File: config.mk
export PLATFORM = sky130hd
export DESIGN_NAME = midi_note_release_scheduler
export DESIGN_NICKNAME = d
export VERILOG_FILES = /design/src/rtl/mnrs_pkg.sv /design/src/rtl/mnrs_ram.sv /design/src/rtl/mnrs_ctrl.sv /design/src/rtl/mnrs_dp.sv /design/src/rtl/midi_note_release_scheduler.sv
export SDC_FILE = /design/constraint.sdc
export NUM_CORES = 2
export LEC_CHECK = 0
export ABC_AREA = 0
export ABC_CLOCK_PERIOD_IN_PS = 4380
export BUFFER_PORTS_ARGS = -buffer_cell sky130_fd_sc_hd__buf_2
export CAP_MARGIN = 20
export CORE_ASPECT_RATIO = 0.9
export CORE_MARGIN = 3
export CORE_UTILIZATION = 30
export DETAILED_ROUTE_END_ITERATION = 16
export PLACE_DENSITY = 0.45
export SYNTH_ARGS = -nofsm -noshare
export SYNTH_HDL_FRONTEND = slang
export SYNTH_SLANG_ARGS = --single-unit
File: constraint.sdc
create_clock -name clk -period 4.38 [get_ports clk]
set_clock_uncertainty 0.15 [all_clocks]
set_input_delay 0.876 -clock clk [delete_from_list [all_inputs] [get_ports clk]]
set_output_delay 0.876 -clock clk [all_outputs]
set_load 0.01 [all_outputs]
File: src/rtl/mnrs_pkg.sv
package mnrs_pkg;

  localparam int PITCH_W = 7;
  localparam int VEL_IN_W = 16;
  localparam int VEL_W = 7;
  localparam int DUR_IN_W = 20;
  localparam int PEND_W = 7;
  localparam int IN_DATA_W = 48;
  localparam int OUT_DATA_W = 24;

  typedef enum logic [1:0] {
    FUNC_PLAY  = 2'd0,
    FUNC_TICK  = 2'd1,
    FUNC_STOP  = 2'd2,
    FUNC_CLEAR = 2'd3
  } func_t;

  typedef enum logic [2:0] {
    ST_IDLE,
    ST_RD,
    ST_PROC,
    ST_END
  } ctl_state_t;

  typedef struct packed {
    logic play;
    logic clear;
    logic start;
    logic rd;
    logic keep;
    logic rel_push;
    logic rel_hold;
    logic flush;
  } dp_cmd_t;

  typedef struct packed {
    logic at_end;
    logic expire;
    logic hold_valid;
    logic out_free;
  } dp_sts_t;

endpackage

File: src/rtl/mnrs_ram.sv
module mnrs_ram #(
  parameter int WIDTH = 8,
  parameter int DEPTH = 64,
  parameter int AW = 6
) (
  input  logic             clk,
  input  logic             we,
  input  logic [AW-1:0]    waddr,
  input  logic [WIDTH-1:0] wdata,
  input  logic             re,
  input  logic [AW-1:0]    raddr,
  output logic [WIDTH-1:0] rdata
);

  logic [WIDTH-1:0] mem [DEPTH];

  always_ff @(posedge clk) begin
    if (we) begin
      mem[waddr] <= wdata;
    end
    if (re) begin
      rdata <= mem[raddr];
    end
  end

endmodule

File: src/rtl/mnrs_ctrl.sv
module mnrs_ctrl (
  input  logic               clk,
  input  logic               rst_n,
  input  logic               in_tvalid,
  output logic               in_tready,
  input  logic [1:0]         func,
  input  mnrs_pkg::dp_sts_t  sts,
  output mnrs_pkg::dp_cmd_t  cmd
);
  import mnrs_pkg::*;

  ctl_state_t state_r, state_nxt;
  func_t f;

  assign f = func_t'(func);

  always_ff @(posedge clk) begin
    if (!rst_n) begin
      state_r <= ST_IDLE;
    end else begin
      state_r <= state_nxt;
    end
  end

  always_comb begin
    state_nxt = state_r;
    cmd = '0;
    in_tready = 1'b0;
    unique case (state_r)
      ST_IDLE: begin
        in_tready = sts.out_free;
        if (in_tvalid && sts.out_free) begin
          unique case (f)
            FUNC_PLAY: cmd.play = 1'b1;
            FUNC_CLEAR: cmd.clear = 1'b1;
            FUNC_TICK, FUNC_STOP: begin
              cmd.start = 1'b1;
              state_nxt = ST_RD;
            end
            default: ;
          endcase
        end
      end
      ST_RD: begin
        if (sts.at_end) begin
          state_nxt = ST_END;
        end else begin
          cmd.rd = 1'b1;
          state_nxt = ST_PROC;
        end
      end
      ST_PROC: begin
        priority if (!sts.expire) begin
          cmd.keep = 1'b1;
          state_nxt = ST_RD;
        end else if (!sts.hold_valid) begin
          cmd.rel_hold = 1'b1;
          state_nxt = ST_RD;
        end else if (sts.out_free) begin
          cmd.rel_push = 1'b1;
          state_nxt = ST_RD;
        end else begin
          state_nxt = ST_PROC;
        end
      end
      ST_END: begin
        priority if (!sts.hold_valid) begin
          state_nxt = ST_IDLE;
        end else if (sts.out_free) begin
          cmd.flush = 1'b1;
          state_nxt = ST_IDLE;
        end else begin
          state_nxt = ST_END;
        end
      end
      default: state_nxt = ST_IDLE;
    endcase
  end

endmodule

File: src/rtl/mnrs_dp.sv
module mnrs_dp #(
  parameter int SLOTS = 64,
  parameter int DURATION_BITS = 20
) (
  input  logic                          clk,
  input  logic                          rst_n,
  input  logic [1:0]                    func,
  input  logic [mnrs_pkg::PITCH_W-1:0]  pitch,
  input  logic [mnrs_pkg::VEL_IN_W-1:0] velocity,
  input  logic [mnrs_pkg::DUR_IN_W-1:0] duration,
  input  mnrs_pkg::dp_cmd_t             cmd,
  output mnrs_pkg::dp_sts_t             sts,
  input  logic                          out_tready,
  output logic                          out_valid,
  output logic [mnrs_pkg::PITCH_W-1:0]  pitch_out,
  output logic [mnrs_pkg::VEL_W-1:0]    velocity_out,
  output logic                          refused,
  output logic [mnrs_pkg::PEND_W-1:0]   pending,
  output logic                          last
);
  import mnrs_pkg::*;

  localparam int AW = (SLOTS > 1) ? $clog2(SLOTS) : 1;
  localparam int CW = $clog2(SLOTS + 1);
  localparam int EW = PITCH_W + DURATION_BITS;
  localparam logic [32:0] DMAX = (33'd1 << DURATION_BITS) - 33'd1;

  logic [CW-1:0] cnt_r, n_r, rd_r, wr_r;
  logic          stop_r;
  logic          hold_valid_r;
  logic [PITCH_W-1:0] hold_pitch_r;
  logic [PEND_W-1:0]  hold_pend_r;
  logic          out_valid_r;
  logic [PITCH_W-1:0] pitch_r;
  logic [VEL_W-1:0]   vel_r;
  logic          refused_r, last_r;
  logic [PEND_W-1:0]  pend_r;

  logic [VEL_W-1:0] vel;
  logic [32:0] dur_ext;
  logic [DURATION_BITS-1:0] dur_sat;
  logic full;
  logic [CW-1:0] cnt_dec;
  logic [EW-1:0] rdata, wdata;
  logic [DURATION_BITS-1:0] rem, rem_dec;
  logic [PITCH_W-1:0] rpitch;
  logic we;
  logic [AW-1:0] waddr;

  assign vel = velocity[VEL_IN_W-1] ? '0 :
               (|velocity[VEL_IN_W-2:VEL_W]) ? {VEL_W{1'b1}} : velocity[VEL_W-1:0];
  assign dur_ext = {{(33-DUR_IN_W){1'b0}}, duration};
  always_comb begin
    if (dur_ext > DMAX) begin
      dur_sat = DMAX[DURATION_BITS-1:0];
    end else if (dur_ext == 33'd0) begin
      dur_sat = DURATION_BITS'(1);
    end else begin
      dur_sat = dur_ext[DURATION_BITS-1:0];
    end
  end

  assign full = (cnt_r == CW'(SLOTS));
  assign cnt_dec = cnt_r - CW'(1);
  assign rpitch = rdata[EW-1:DURATION_BITS];
  assign rem = rdata[DURATION_BITS-1:0];
  assign rem_dec = rem - DURATION_BITS'(1);

  assign we = (cmd.play && vel != '0 && !full) || cmd.keep;
  assign waddr = cmd.keep ? wr_r[AW-1:0] : cnt_r[AW-1:0];
  assign wdata = cmd.keep ? {rpitch, rem_dec} : {pitch, dur_sat};

  mnrs_ram #(.WIDTH(EW), .DEPTH(SLOTS), .AW(AW)) u_ram (
    .clk   (clk),
    .we    (we),
    .waddr (waddr),
    .wdata (wdata),
    .re    (cmd.rd),
    .raddr (rd_r[AW-1:0]),
    .rdata (rdata)
  );

  assign sts.at_end = (rd_r == n_r);
  assign sts.expire = stop_r || (rem == DURATION_BITS'(1));
  assign sts.hold_valid = hold_valid_r;
  assign sts.out_free = !out_valid_r || out_tready;

  always_ff @(posedge clk) begin
    if (!rst_n) begin
      cnt_r <= '0;
      n_r <= '0;
      rd_r <= '0;
      wr_r <= '0;
      stop_r <= 1'b0;
      hold_valid_r <= 1'b0;
      out_valid_r <= 1'b0;
    end else begin
      if (out_valid_r && out_tready) begin
        out_valid_r <= 1'b0;
      end
      if (cmd.play) begin
        out_valid_r <= 1'b1;
        if (vel != '0 && !full) begin
          cnt_r <= cnt_r + CW'(1);
        end
      end
      if (cmd.clear) begin
        cnt_r <= '0;
      end
      if (cmd.start) begin
        n_r <= cnt_r;
        rd_r <= '0;
        wr_r <= '0;
        stop_r <= (func_t'(func) == FUNC_STOP);
        hold_valid_r <= 1'b0;
      end
      if (cmd.rd) begin
        rd_r <= rd_r + CW'(1);
      end
      if (cmd.keep) begin
        wr_r <= wr_r + CW'(1);
      end
      if (cmd.rel_hold || cmd.rel_push) begin
        cnt_r <= cnt_dec;
        hold_valid_r <= 1'b1;
      end
      if (cmd.rel_push) begin
        out_valid_r <= 1'b1;
      end
      if (cmd.flush) begin
        out_valid_r <= 1'b1;
        hold_valid_r <= 1'b0;
      end
    end
  end

  always_ff @(posedge clk) begin
    if (cmd.play) begin
      pitch_r <= pitch;
      vel_r <= vel;
      refused_r <= (vel != '0) && full;
      pend_r <= (vel != '0 && !full) ? PEND_W'(cnt_r + CW'(1)) : PEND_W'(cnt_r);
      last_r <= 1'b1;
    end
    if (cmd.rel_push || cmd.flush) begin
      pitch_r <= hold_pitch_r;
      vel_r <= '0;
      refused_r <= 1'b0;
      pend_r <= hold_pend_r;
      last_r <= cmd.flush;
    end
    if (cmd.rel_hold || cmd.rel_push) begin
      hold_pitch_r <= rpitch;
      hold_pend_r <= PEND_W'(cnt_dec);
    end
  end

  assign out_valid = out_valid_r;
  assign pitch_out = pitch_r;
  assign velocity_out = vel_r;
  assign refused = refused_r;
  assign pending = pend_r;
  assign last = last_r;

endmodule

File: src/rtl/midi_note_release_scheduler.sv
// Channel  Direction  Contents
// in_      request    tdata: func[1:0] pitch[8:2] velocity[24:9] duration[44:25]
// out_     result     tdata: pitch_out velocity_out pending; tuser: refused; tlast: last
//
// A play or a clear is taken in the idle state; a tick or stop with no armed note goes
// through the read and end states. A tick or stop walks the armed-note list in play order,
// a read and a process state per note, writing kept notes back through the RAM write port.
// Reset empties the list at once; no clearing pass is needed.
// A stalled output holds the walk until the pending result is taken.
module midi_note_release_scheduler #(
  parameter int SLOTS = 64,
  parameter int DURATION_BITS = 20
) (
  input  logic                              clk,
  input  logic                              rst_n,
  input  logic                              in_tvalid,
  output logic                              in_tready,
  input  logic [mnrs_pkg::IN_DATA_W-1:0]    in_tdata,  // func, pitch, velocity, duration
  output logic                              out_tvalid,
  input  logic                              out_tready,
  output logic [mnrs_pkg::OUT_DATA_W-1:0]   out_tdata, // pitch_out, velocity_out, pending
  output logic                              out_tuser, // refused
  output logic                              out_tlast
);
  import mnrs_pkg::*;

  dp_cmd_t cmd;
  dp_sts_t sts;
  logic [PITCH_W-1:0] pitch_out;
  logic [VEL_W-1:0] velocity_out;
  logic [PEND_W-1:0] pending;

  mnrs_ctrl u_ctrl (
    .clk       (clk),
    .rst_n     (rst_n),
    .in_tvalid (in_tvalid),
    .in_tready (in_tready),
    .func      (in_tdata[1:0]),
    .sts       (sts),
    .cmd       (cmd)
  );

  mnrs_dp #(.SLOTS(SLOTS), .DURATION_BITS(DURATION_BITS)) u_dp (
    .clk          (clk),
    .rst_n        (rst_n),
    .func         (in_tdata[1:0]),
    .pitch        (in_tdata[8:2]),
    .velocity     (in_tdata[24:9]),
    .duration     (in_tdata[44:25]),
    .cmd          (cmd),
    .sts          (sts),
    .out_tready   (out_tready),
    .out_valid    (out_tvalid),
    .pitch_out    (pitch_out),
    .velocity_out (velocity_out),
    .refused      (out_tuser),
    .pending      (pending),
    .last         (out_tlast)
  );

  assign out_tdata = {3'b000, pending, velocity_out, pitch_out};

endmodule

Word level (Yosys, flattened, before mapping)
Memory sizes are Yosys's and may differ from the RTL's. A register that Yosys moved wholly into a read port is not among the register bits.
Cells that the tools add are included.
Cells by class
  $add $sub $neg: 5
  order comparisons: 1
  equality and inequality tests: 11
  mux-type cells: 50
  bitwise gates (word level): 1
  reductions and logical operators: 27
Operators by type and width (number)
  $mux W7: 12
  $mux W20: 2
  $logic_not A33 Y1: 1
  $mux W27: 1
  $mux W1: 22
  $add A7 B1 Y7 const B: 3
  $mux W3: 7
  $eq A20 B1 Y1 const B: 1
  $gt A20 B20 Y1 const B: 1
  $sub A20 B1 Y20 const B: 1
  $pmux W3 S4: 1
  $mux W2: 4
  $reduce_bool A2 Y1: 4
  $reduce_or A8 Y1: 1
  $eq A7 B7 Y1: 1
  $eq A7 B7 Y1 const B: 1
  $reduce_bool A7 Y1: 1
  $sub A7 B1 Y7 const B: 1
  $eq A3 B2 Y1 const B: 2
  $logic_and A1 B1 Y1: 6
  $mux W6: 1
  $logic_or A1 B1 Y1: 5
  $eq A2 B2 Y1 const B: 2
  $reduce_bool A4 Y1: 1
  11 further kinds: 13
Word-level totals
  register bits: 71
  memory bits (writable): 1728
  input port bits: 52
  output and inout port bits: 28
  word-level logic and storage cells: 111
  memories kept: 1
Memories
  u_dp.u_ram.mem: depth 64, width 27, rd ports 1, clocked after Yosys merged registers in 1, wr ports 1, line mnrs_ram.sv:15  | logic [WIDTH-1:0] mem [DEPTH];

Logic depth before layout (Yosys ltp)
  depth after elaboration: 10
  mapped depth: 10
  mapped depth without buffers: 9

Modules after synthesis
A second synthesis with hierarchy kept.
Unflattened totals
  cell total of the unflattened synthesis: 3492
  area, all modules: 71110.7 sq um
By module, submodules not included
  mnrs_ram: times used 1, cells each 3002, area each 66887.9 sq um, seq. area each 52700.5 sq um
  mnrs_dp: times used 1, cells each 455, area each 3962.6 sq um, seq. area each 1631.6 sq um
  mnrs_ctrl: times used 1, cells each 31, area each 234.0 sq um, seq. area each 40.0 sq um
  midi_note_release_scheduler: times used 1, cells each 4, area each 26.3 sq um, seq. area each 0.0 sq um

Least setup slack after synthesis
Ideal clock, no wire load.
  kind: reg2reg
  start point: register u_dp.u_ram.rdata[0] (read register of u_dp.u_ram.mem)
  end point: memory u_dp.u_ram.mem[0][17] in the netlist's numbering (data pin)
  library setup time: 702 ps
  arrival time: 4000 ps
  data required time: 3528 ps
  path slack: -472 ps
  stages on the path, launching flop included: 8
  buffers on the path: 2
  period minus slack after synthesis: 4852 ps
  cell sequence: edfxtp_1 > ha_1 > nor2b_1 > nand4_1 > o211ai_2 > buf_2 > buf_2 > o21ai_0
On the way
  cells in the longest elaborated chain, start to end: 5
  elaborated cells on any way between the ends: 6
  classes of those cells: add/sub: 1; eq/ne: 1; mux: 3; reduce/logical: 1
Ends and longest elaborated chain
  start, declared: line mnrs_ram.sv:12  | output logic [WIDTH-1:0] rdata
  branches (longest 4 deep; another with $sub A20 B1 Y20)
  $mux W27 (*): line mnrs_dp.sv:71  | assign wdata = cmd.keep ? {rpitch, rem_dec} : {pitch, dur_sat};
  via u_dp.u_ram.wdata[17]: line mnrs_ram.sv:9  | input logic [WIDTH-1:0] wdata,
  end, declared: line mnrs_ram.sv:15
Mark *: on every way through the listed nets, which the timed path passes.

Worst setup path in the final report
  start point: register u_dp.rd_r[0]
  end point: register u_dp.u_ram.rdata[13] (read register of u_dp.u_ram.mem) (data pin)
On the way
  cells in the longest elaborated chain, start to end: 3
Ends and longest elaborated chain
  start, declared: line mnrs_dp.sv:28  | logic [CW-1:0] cnt_r, n_r, rd_r, wr_r;
  start signal, assigned: line mnrs_dp.sv:118  | rd_r <= rd_r + CW'(1);
  $eq A7 B7 Y1: line mnrs_dp.sv:83  | assign sts.at_end = (rd_r == n_r);
  $mux W1: line mnrs_ctrl.sv:45  | if (sts.at_end) begin
  $mux W1: line mnrs_ctrl.sv:29  | unique case (state_r)
Parallel ways exist; a longest one is shown, timed or not.
A chain may end at the register's enable or synchronous reset.

==> results.txt <==
Outcome = completed
Nets = 3831
Syn. warnings = 0
DR iter-0 viols = 3627
Final hold vios = 0
Vias in the first global route = 36069
Routability-driven placement congestion ratio = 0.8274
P per Cell Area = 432.6 mW/mm^2
Top Ports = 80
Via density = 5.023
Syn Area/Cell = 20.74 sq um
Seq/Total Area, Yosys = 0.7603
Crit path time final = 3.827 ns
Post-cts gate resize count = 0
Post-route DRC = 0
First-pass GRT wire length = 289300 microns
# port buffers = 73
Post-route ant nets = 0
DPL Wire Length = 127500 microns
Pre-antenna DRT Iters = 7
Starting Density = 0.3025
Fmax = 0.2613 GHz
Via count = 35628
Async SR Flop Fraction = 0
Most frequent cells in the layout = edfxtp_1, mux4_2, clkbuf_16, buf_4, mux2i_1
Total Wirelength = 206300 microns
Avg WL per Cell = 29.09 microns
Finished Core Util = 0.3575
Tightest Pin Transition = 1.189 ns
Post-Synthesis Cells = 3448
Final setup viols = 0
Maximum vdd drop = 429.8 uV
Die width = 520.6 microns
CTS Sinks = 1824
Layout cells sized above 1 = 0.2924
Critical Path End Type = register
Worst-path clk slew = 0.06 ns
Hold Crit Class = in -> reg
Clock buffer depth = 3
Cells along the critical path = buf_12 -> nor3b_2 -> nand2_1 -> o2111ai_1 -> a21oi_1 -> nor4_1
Crit-path max cell delay = 0.92 ns
TNS Setup = 0 ns
FF+latch count, synth = 1824
Syn-to-layout area delta = 18.18%
Post CTS Setup Buffer Count = 0
CTS tree = built
Final Max Tran Viols = 0
Yosys cell types = 70
Crit share post-route = 0.8736
P_leak = 25.21 nW
Htree depth = 4
Worst EP arrival = 4.14 ns
Die height = 469.2 microns
GRT Overall Usage = 0.1676
Most common cell after layout, fill and taps aside = edfxtp_1
CTS root buffer = clkbuf_16
Relative slew slack = 0.2075
Max FO, Critical Path = 23
Synth Flop Type = edfxtp_1
Worst Path Class, Setup = reg -> reg
Max capacitance violation total = 0
Post-synth EDFFs = 1784
Startpoint Class = register
Initial antenna violation count = 13
Slowest cell on crit path = nor4_1
Area of the core = 0.2364 sq mm
Die area = 0.2443 sq mm
Mapped Area = 0.07151 sq mm
Row count = 169
Critical path's top delay family = simple AND/OR/NAND/NOR gates
Unrepaired setup endpoints after global routing = false
Worst skew pair latency = 0.83 ns
Post-CTS Hold Buffers = 0
Largest net degree at the start of global routing = 65
Grt ovf = 0
Data required time of the worst path = 4.69 ns
Num CTS Buffers = 184
Number of buffers and inverters on the critical path = 1
==> flip-flops by register name, indices dropped and copies added, names as in the netlist, 2 cells and up <==
name               cells
u_ctrl.state_r         2
u_dp.cnt_r             7
u_dp.hold_pend_r       7
u_dp.hold_pitch_r      7
u_dp.n_r               7
u_dp.pending           7
u_dp.pitch_out         7
u_dp.rd_r              7
u_dp.u_ram.mem      1728
u_dp.u_ram.rdata      27
u_dp.velocity_out      7
u_dp.wr_r              6
==> final timing paths <==
check / from / to / slack, ns / cells past startpoint
worst min-delay path: rst_n / u_dp.out_valid$_SDFFE_PN0P_ / 0.24 / 2
worst max register to register: u_dp.rd_r[0]$_SDFFE_PN0P_ / u_dp.u_ram.rdata[13]$_DFFE_PP_ / 0.55 / 6
worst max-delay path: u_dp.rd_r[0]$_SDFFE_PN0P_ / u_dp.u_ram.rdata[13]$_DFFE_PP_ / 0.55 / 6
worst min register to register: u_dp.u_ram.rdata[22]$_DFFE_PP_ / u_dp.hold_pitch_r[2]$_DFFE_PP_ / 0.29 / 0
==> final cells by class <==
| class | instances | area (sq um) |
|---|---|---|
| Antenna cell | 4 | 10.01 |
| Clock buffer | 230 | 4777 |
| Clock inverter | 113 | 1180 |
| Fill cell | 22075 | 151900 |
| Inverter | 11 | 41.29 |
| Multi-Input combinational cell | 1422 | 16840 |
| Sequential cell | 1824 | 54380 |
| Tap cell | 3163 | 3958 |
| Timing Repair Buffer | 326 | 3326 |
==> cells in the mapped netlist (all sizes together) (8+ instances only) <==
master	count	area, sq um
edfxtp	1784	53570
mux4	416	9369
o21ai	58	294.0
nand2	125	471.7
or3	13	81.33
a21oi	54	270.3
nand4	10	62.56
o221ai	8	70.07
inv	10	37.54
buf	134	799.5
mux2i	151	1511
nand2b	19	118.9
and2	11	68.82
nand3	23	115.1
nor3	72	390.4
nor2	132	503.0
nor4	25	265.3
ha	10	125.1
a31oi	32	225.2
a22oi	32	250.2
o2111ai	8	70.07
xor2	18	157.7
clkbuf	59	221.5
mux2	23	259.0
xnor2	17	148.9
nand3b	8	60.06
nor2b	21	131.4
o22ai	51	319.1
dfxtp	40	800.8
a211o	16	140.1
a22o	24	210.2
==> report_power, final <==
part           total, mW  internal (mW)  switching [mW]
Clock               15.6           8.85            6.80
Combinational       1.41          0.343            1.06
Sequential          19.5           19.5          0.0313
Total               36.6           28.7            7.89
==> cell families after synthesis <==
logic type	after synthesis	synth area share
AO/OA/AOI/OAI	310	0.02971
XOR/XNOR	35	0.004287
adder cells (fa/ha/maj)	10	0.001750
buffers and inverters	204	0.01485
flip-flops	1824	0.7603
multiplexers	590	0.1558
other	1	0.00005244
AND/OR/NAND/NOR	474	0.03326
==> stage by stage <==
step	power, mW	instances	hold WS, ns	cell area [sq um]	setup slack, ns
after floorplan	20.47	3450	0.2762	71520	-0.4717
after global placement	21.22	6734	0.2915	78270	0.5857
after detailed placement	21.26	6736	0.2924	78320	0.5904
after CTS	36.98	7079	0.1688	84280	0.6521
after global routing	37.84	7090	0.2057	84510	0.4714
final	36.56	7093	0.2364	84510	0.5535
==> metal layers <==
metal,vias up,global-route usage,part of all wire
li1,15056,-,-
met1,19305,0.2440,0.46
met2,1042,0.2573,0.46
met3,225,0.03419,0.065
met4,0,0.04091,0.023
met5,-,0,0
No activity file was read; power rests on OpenSTA's default activity.
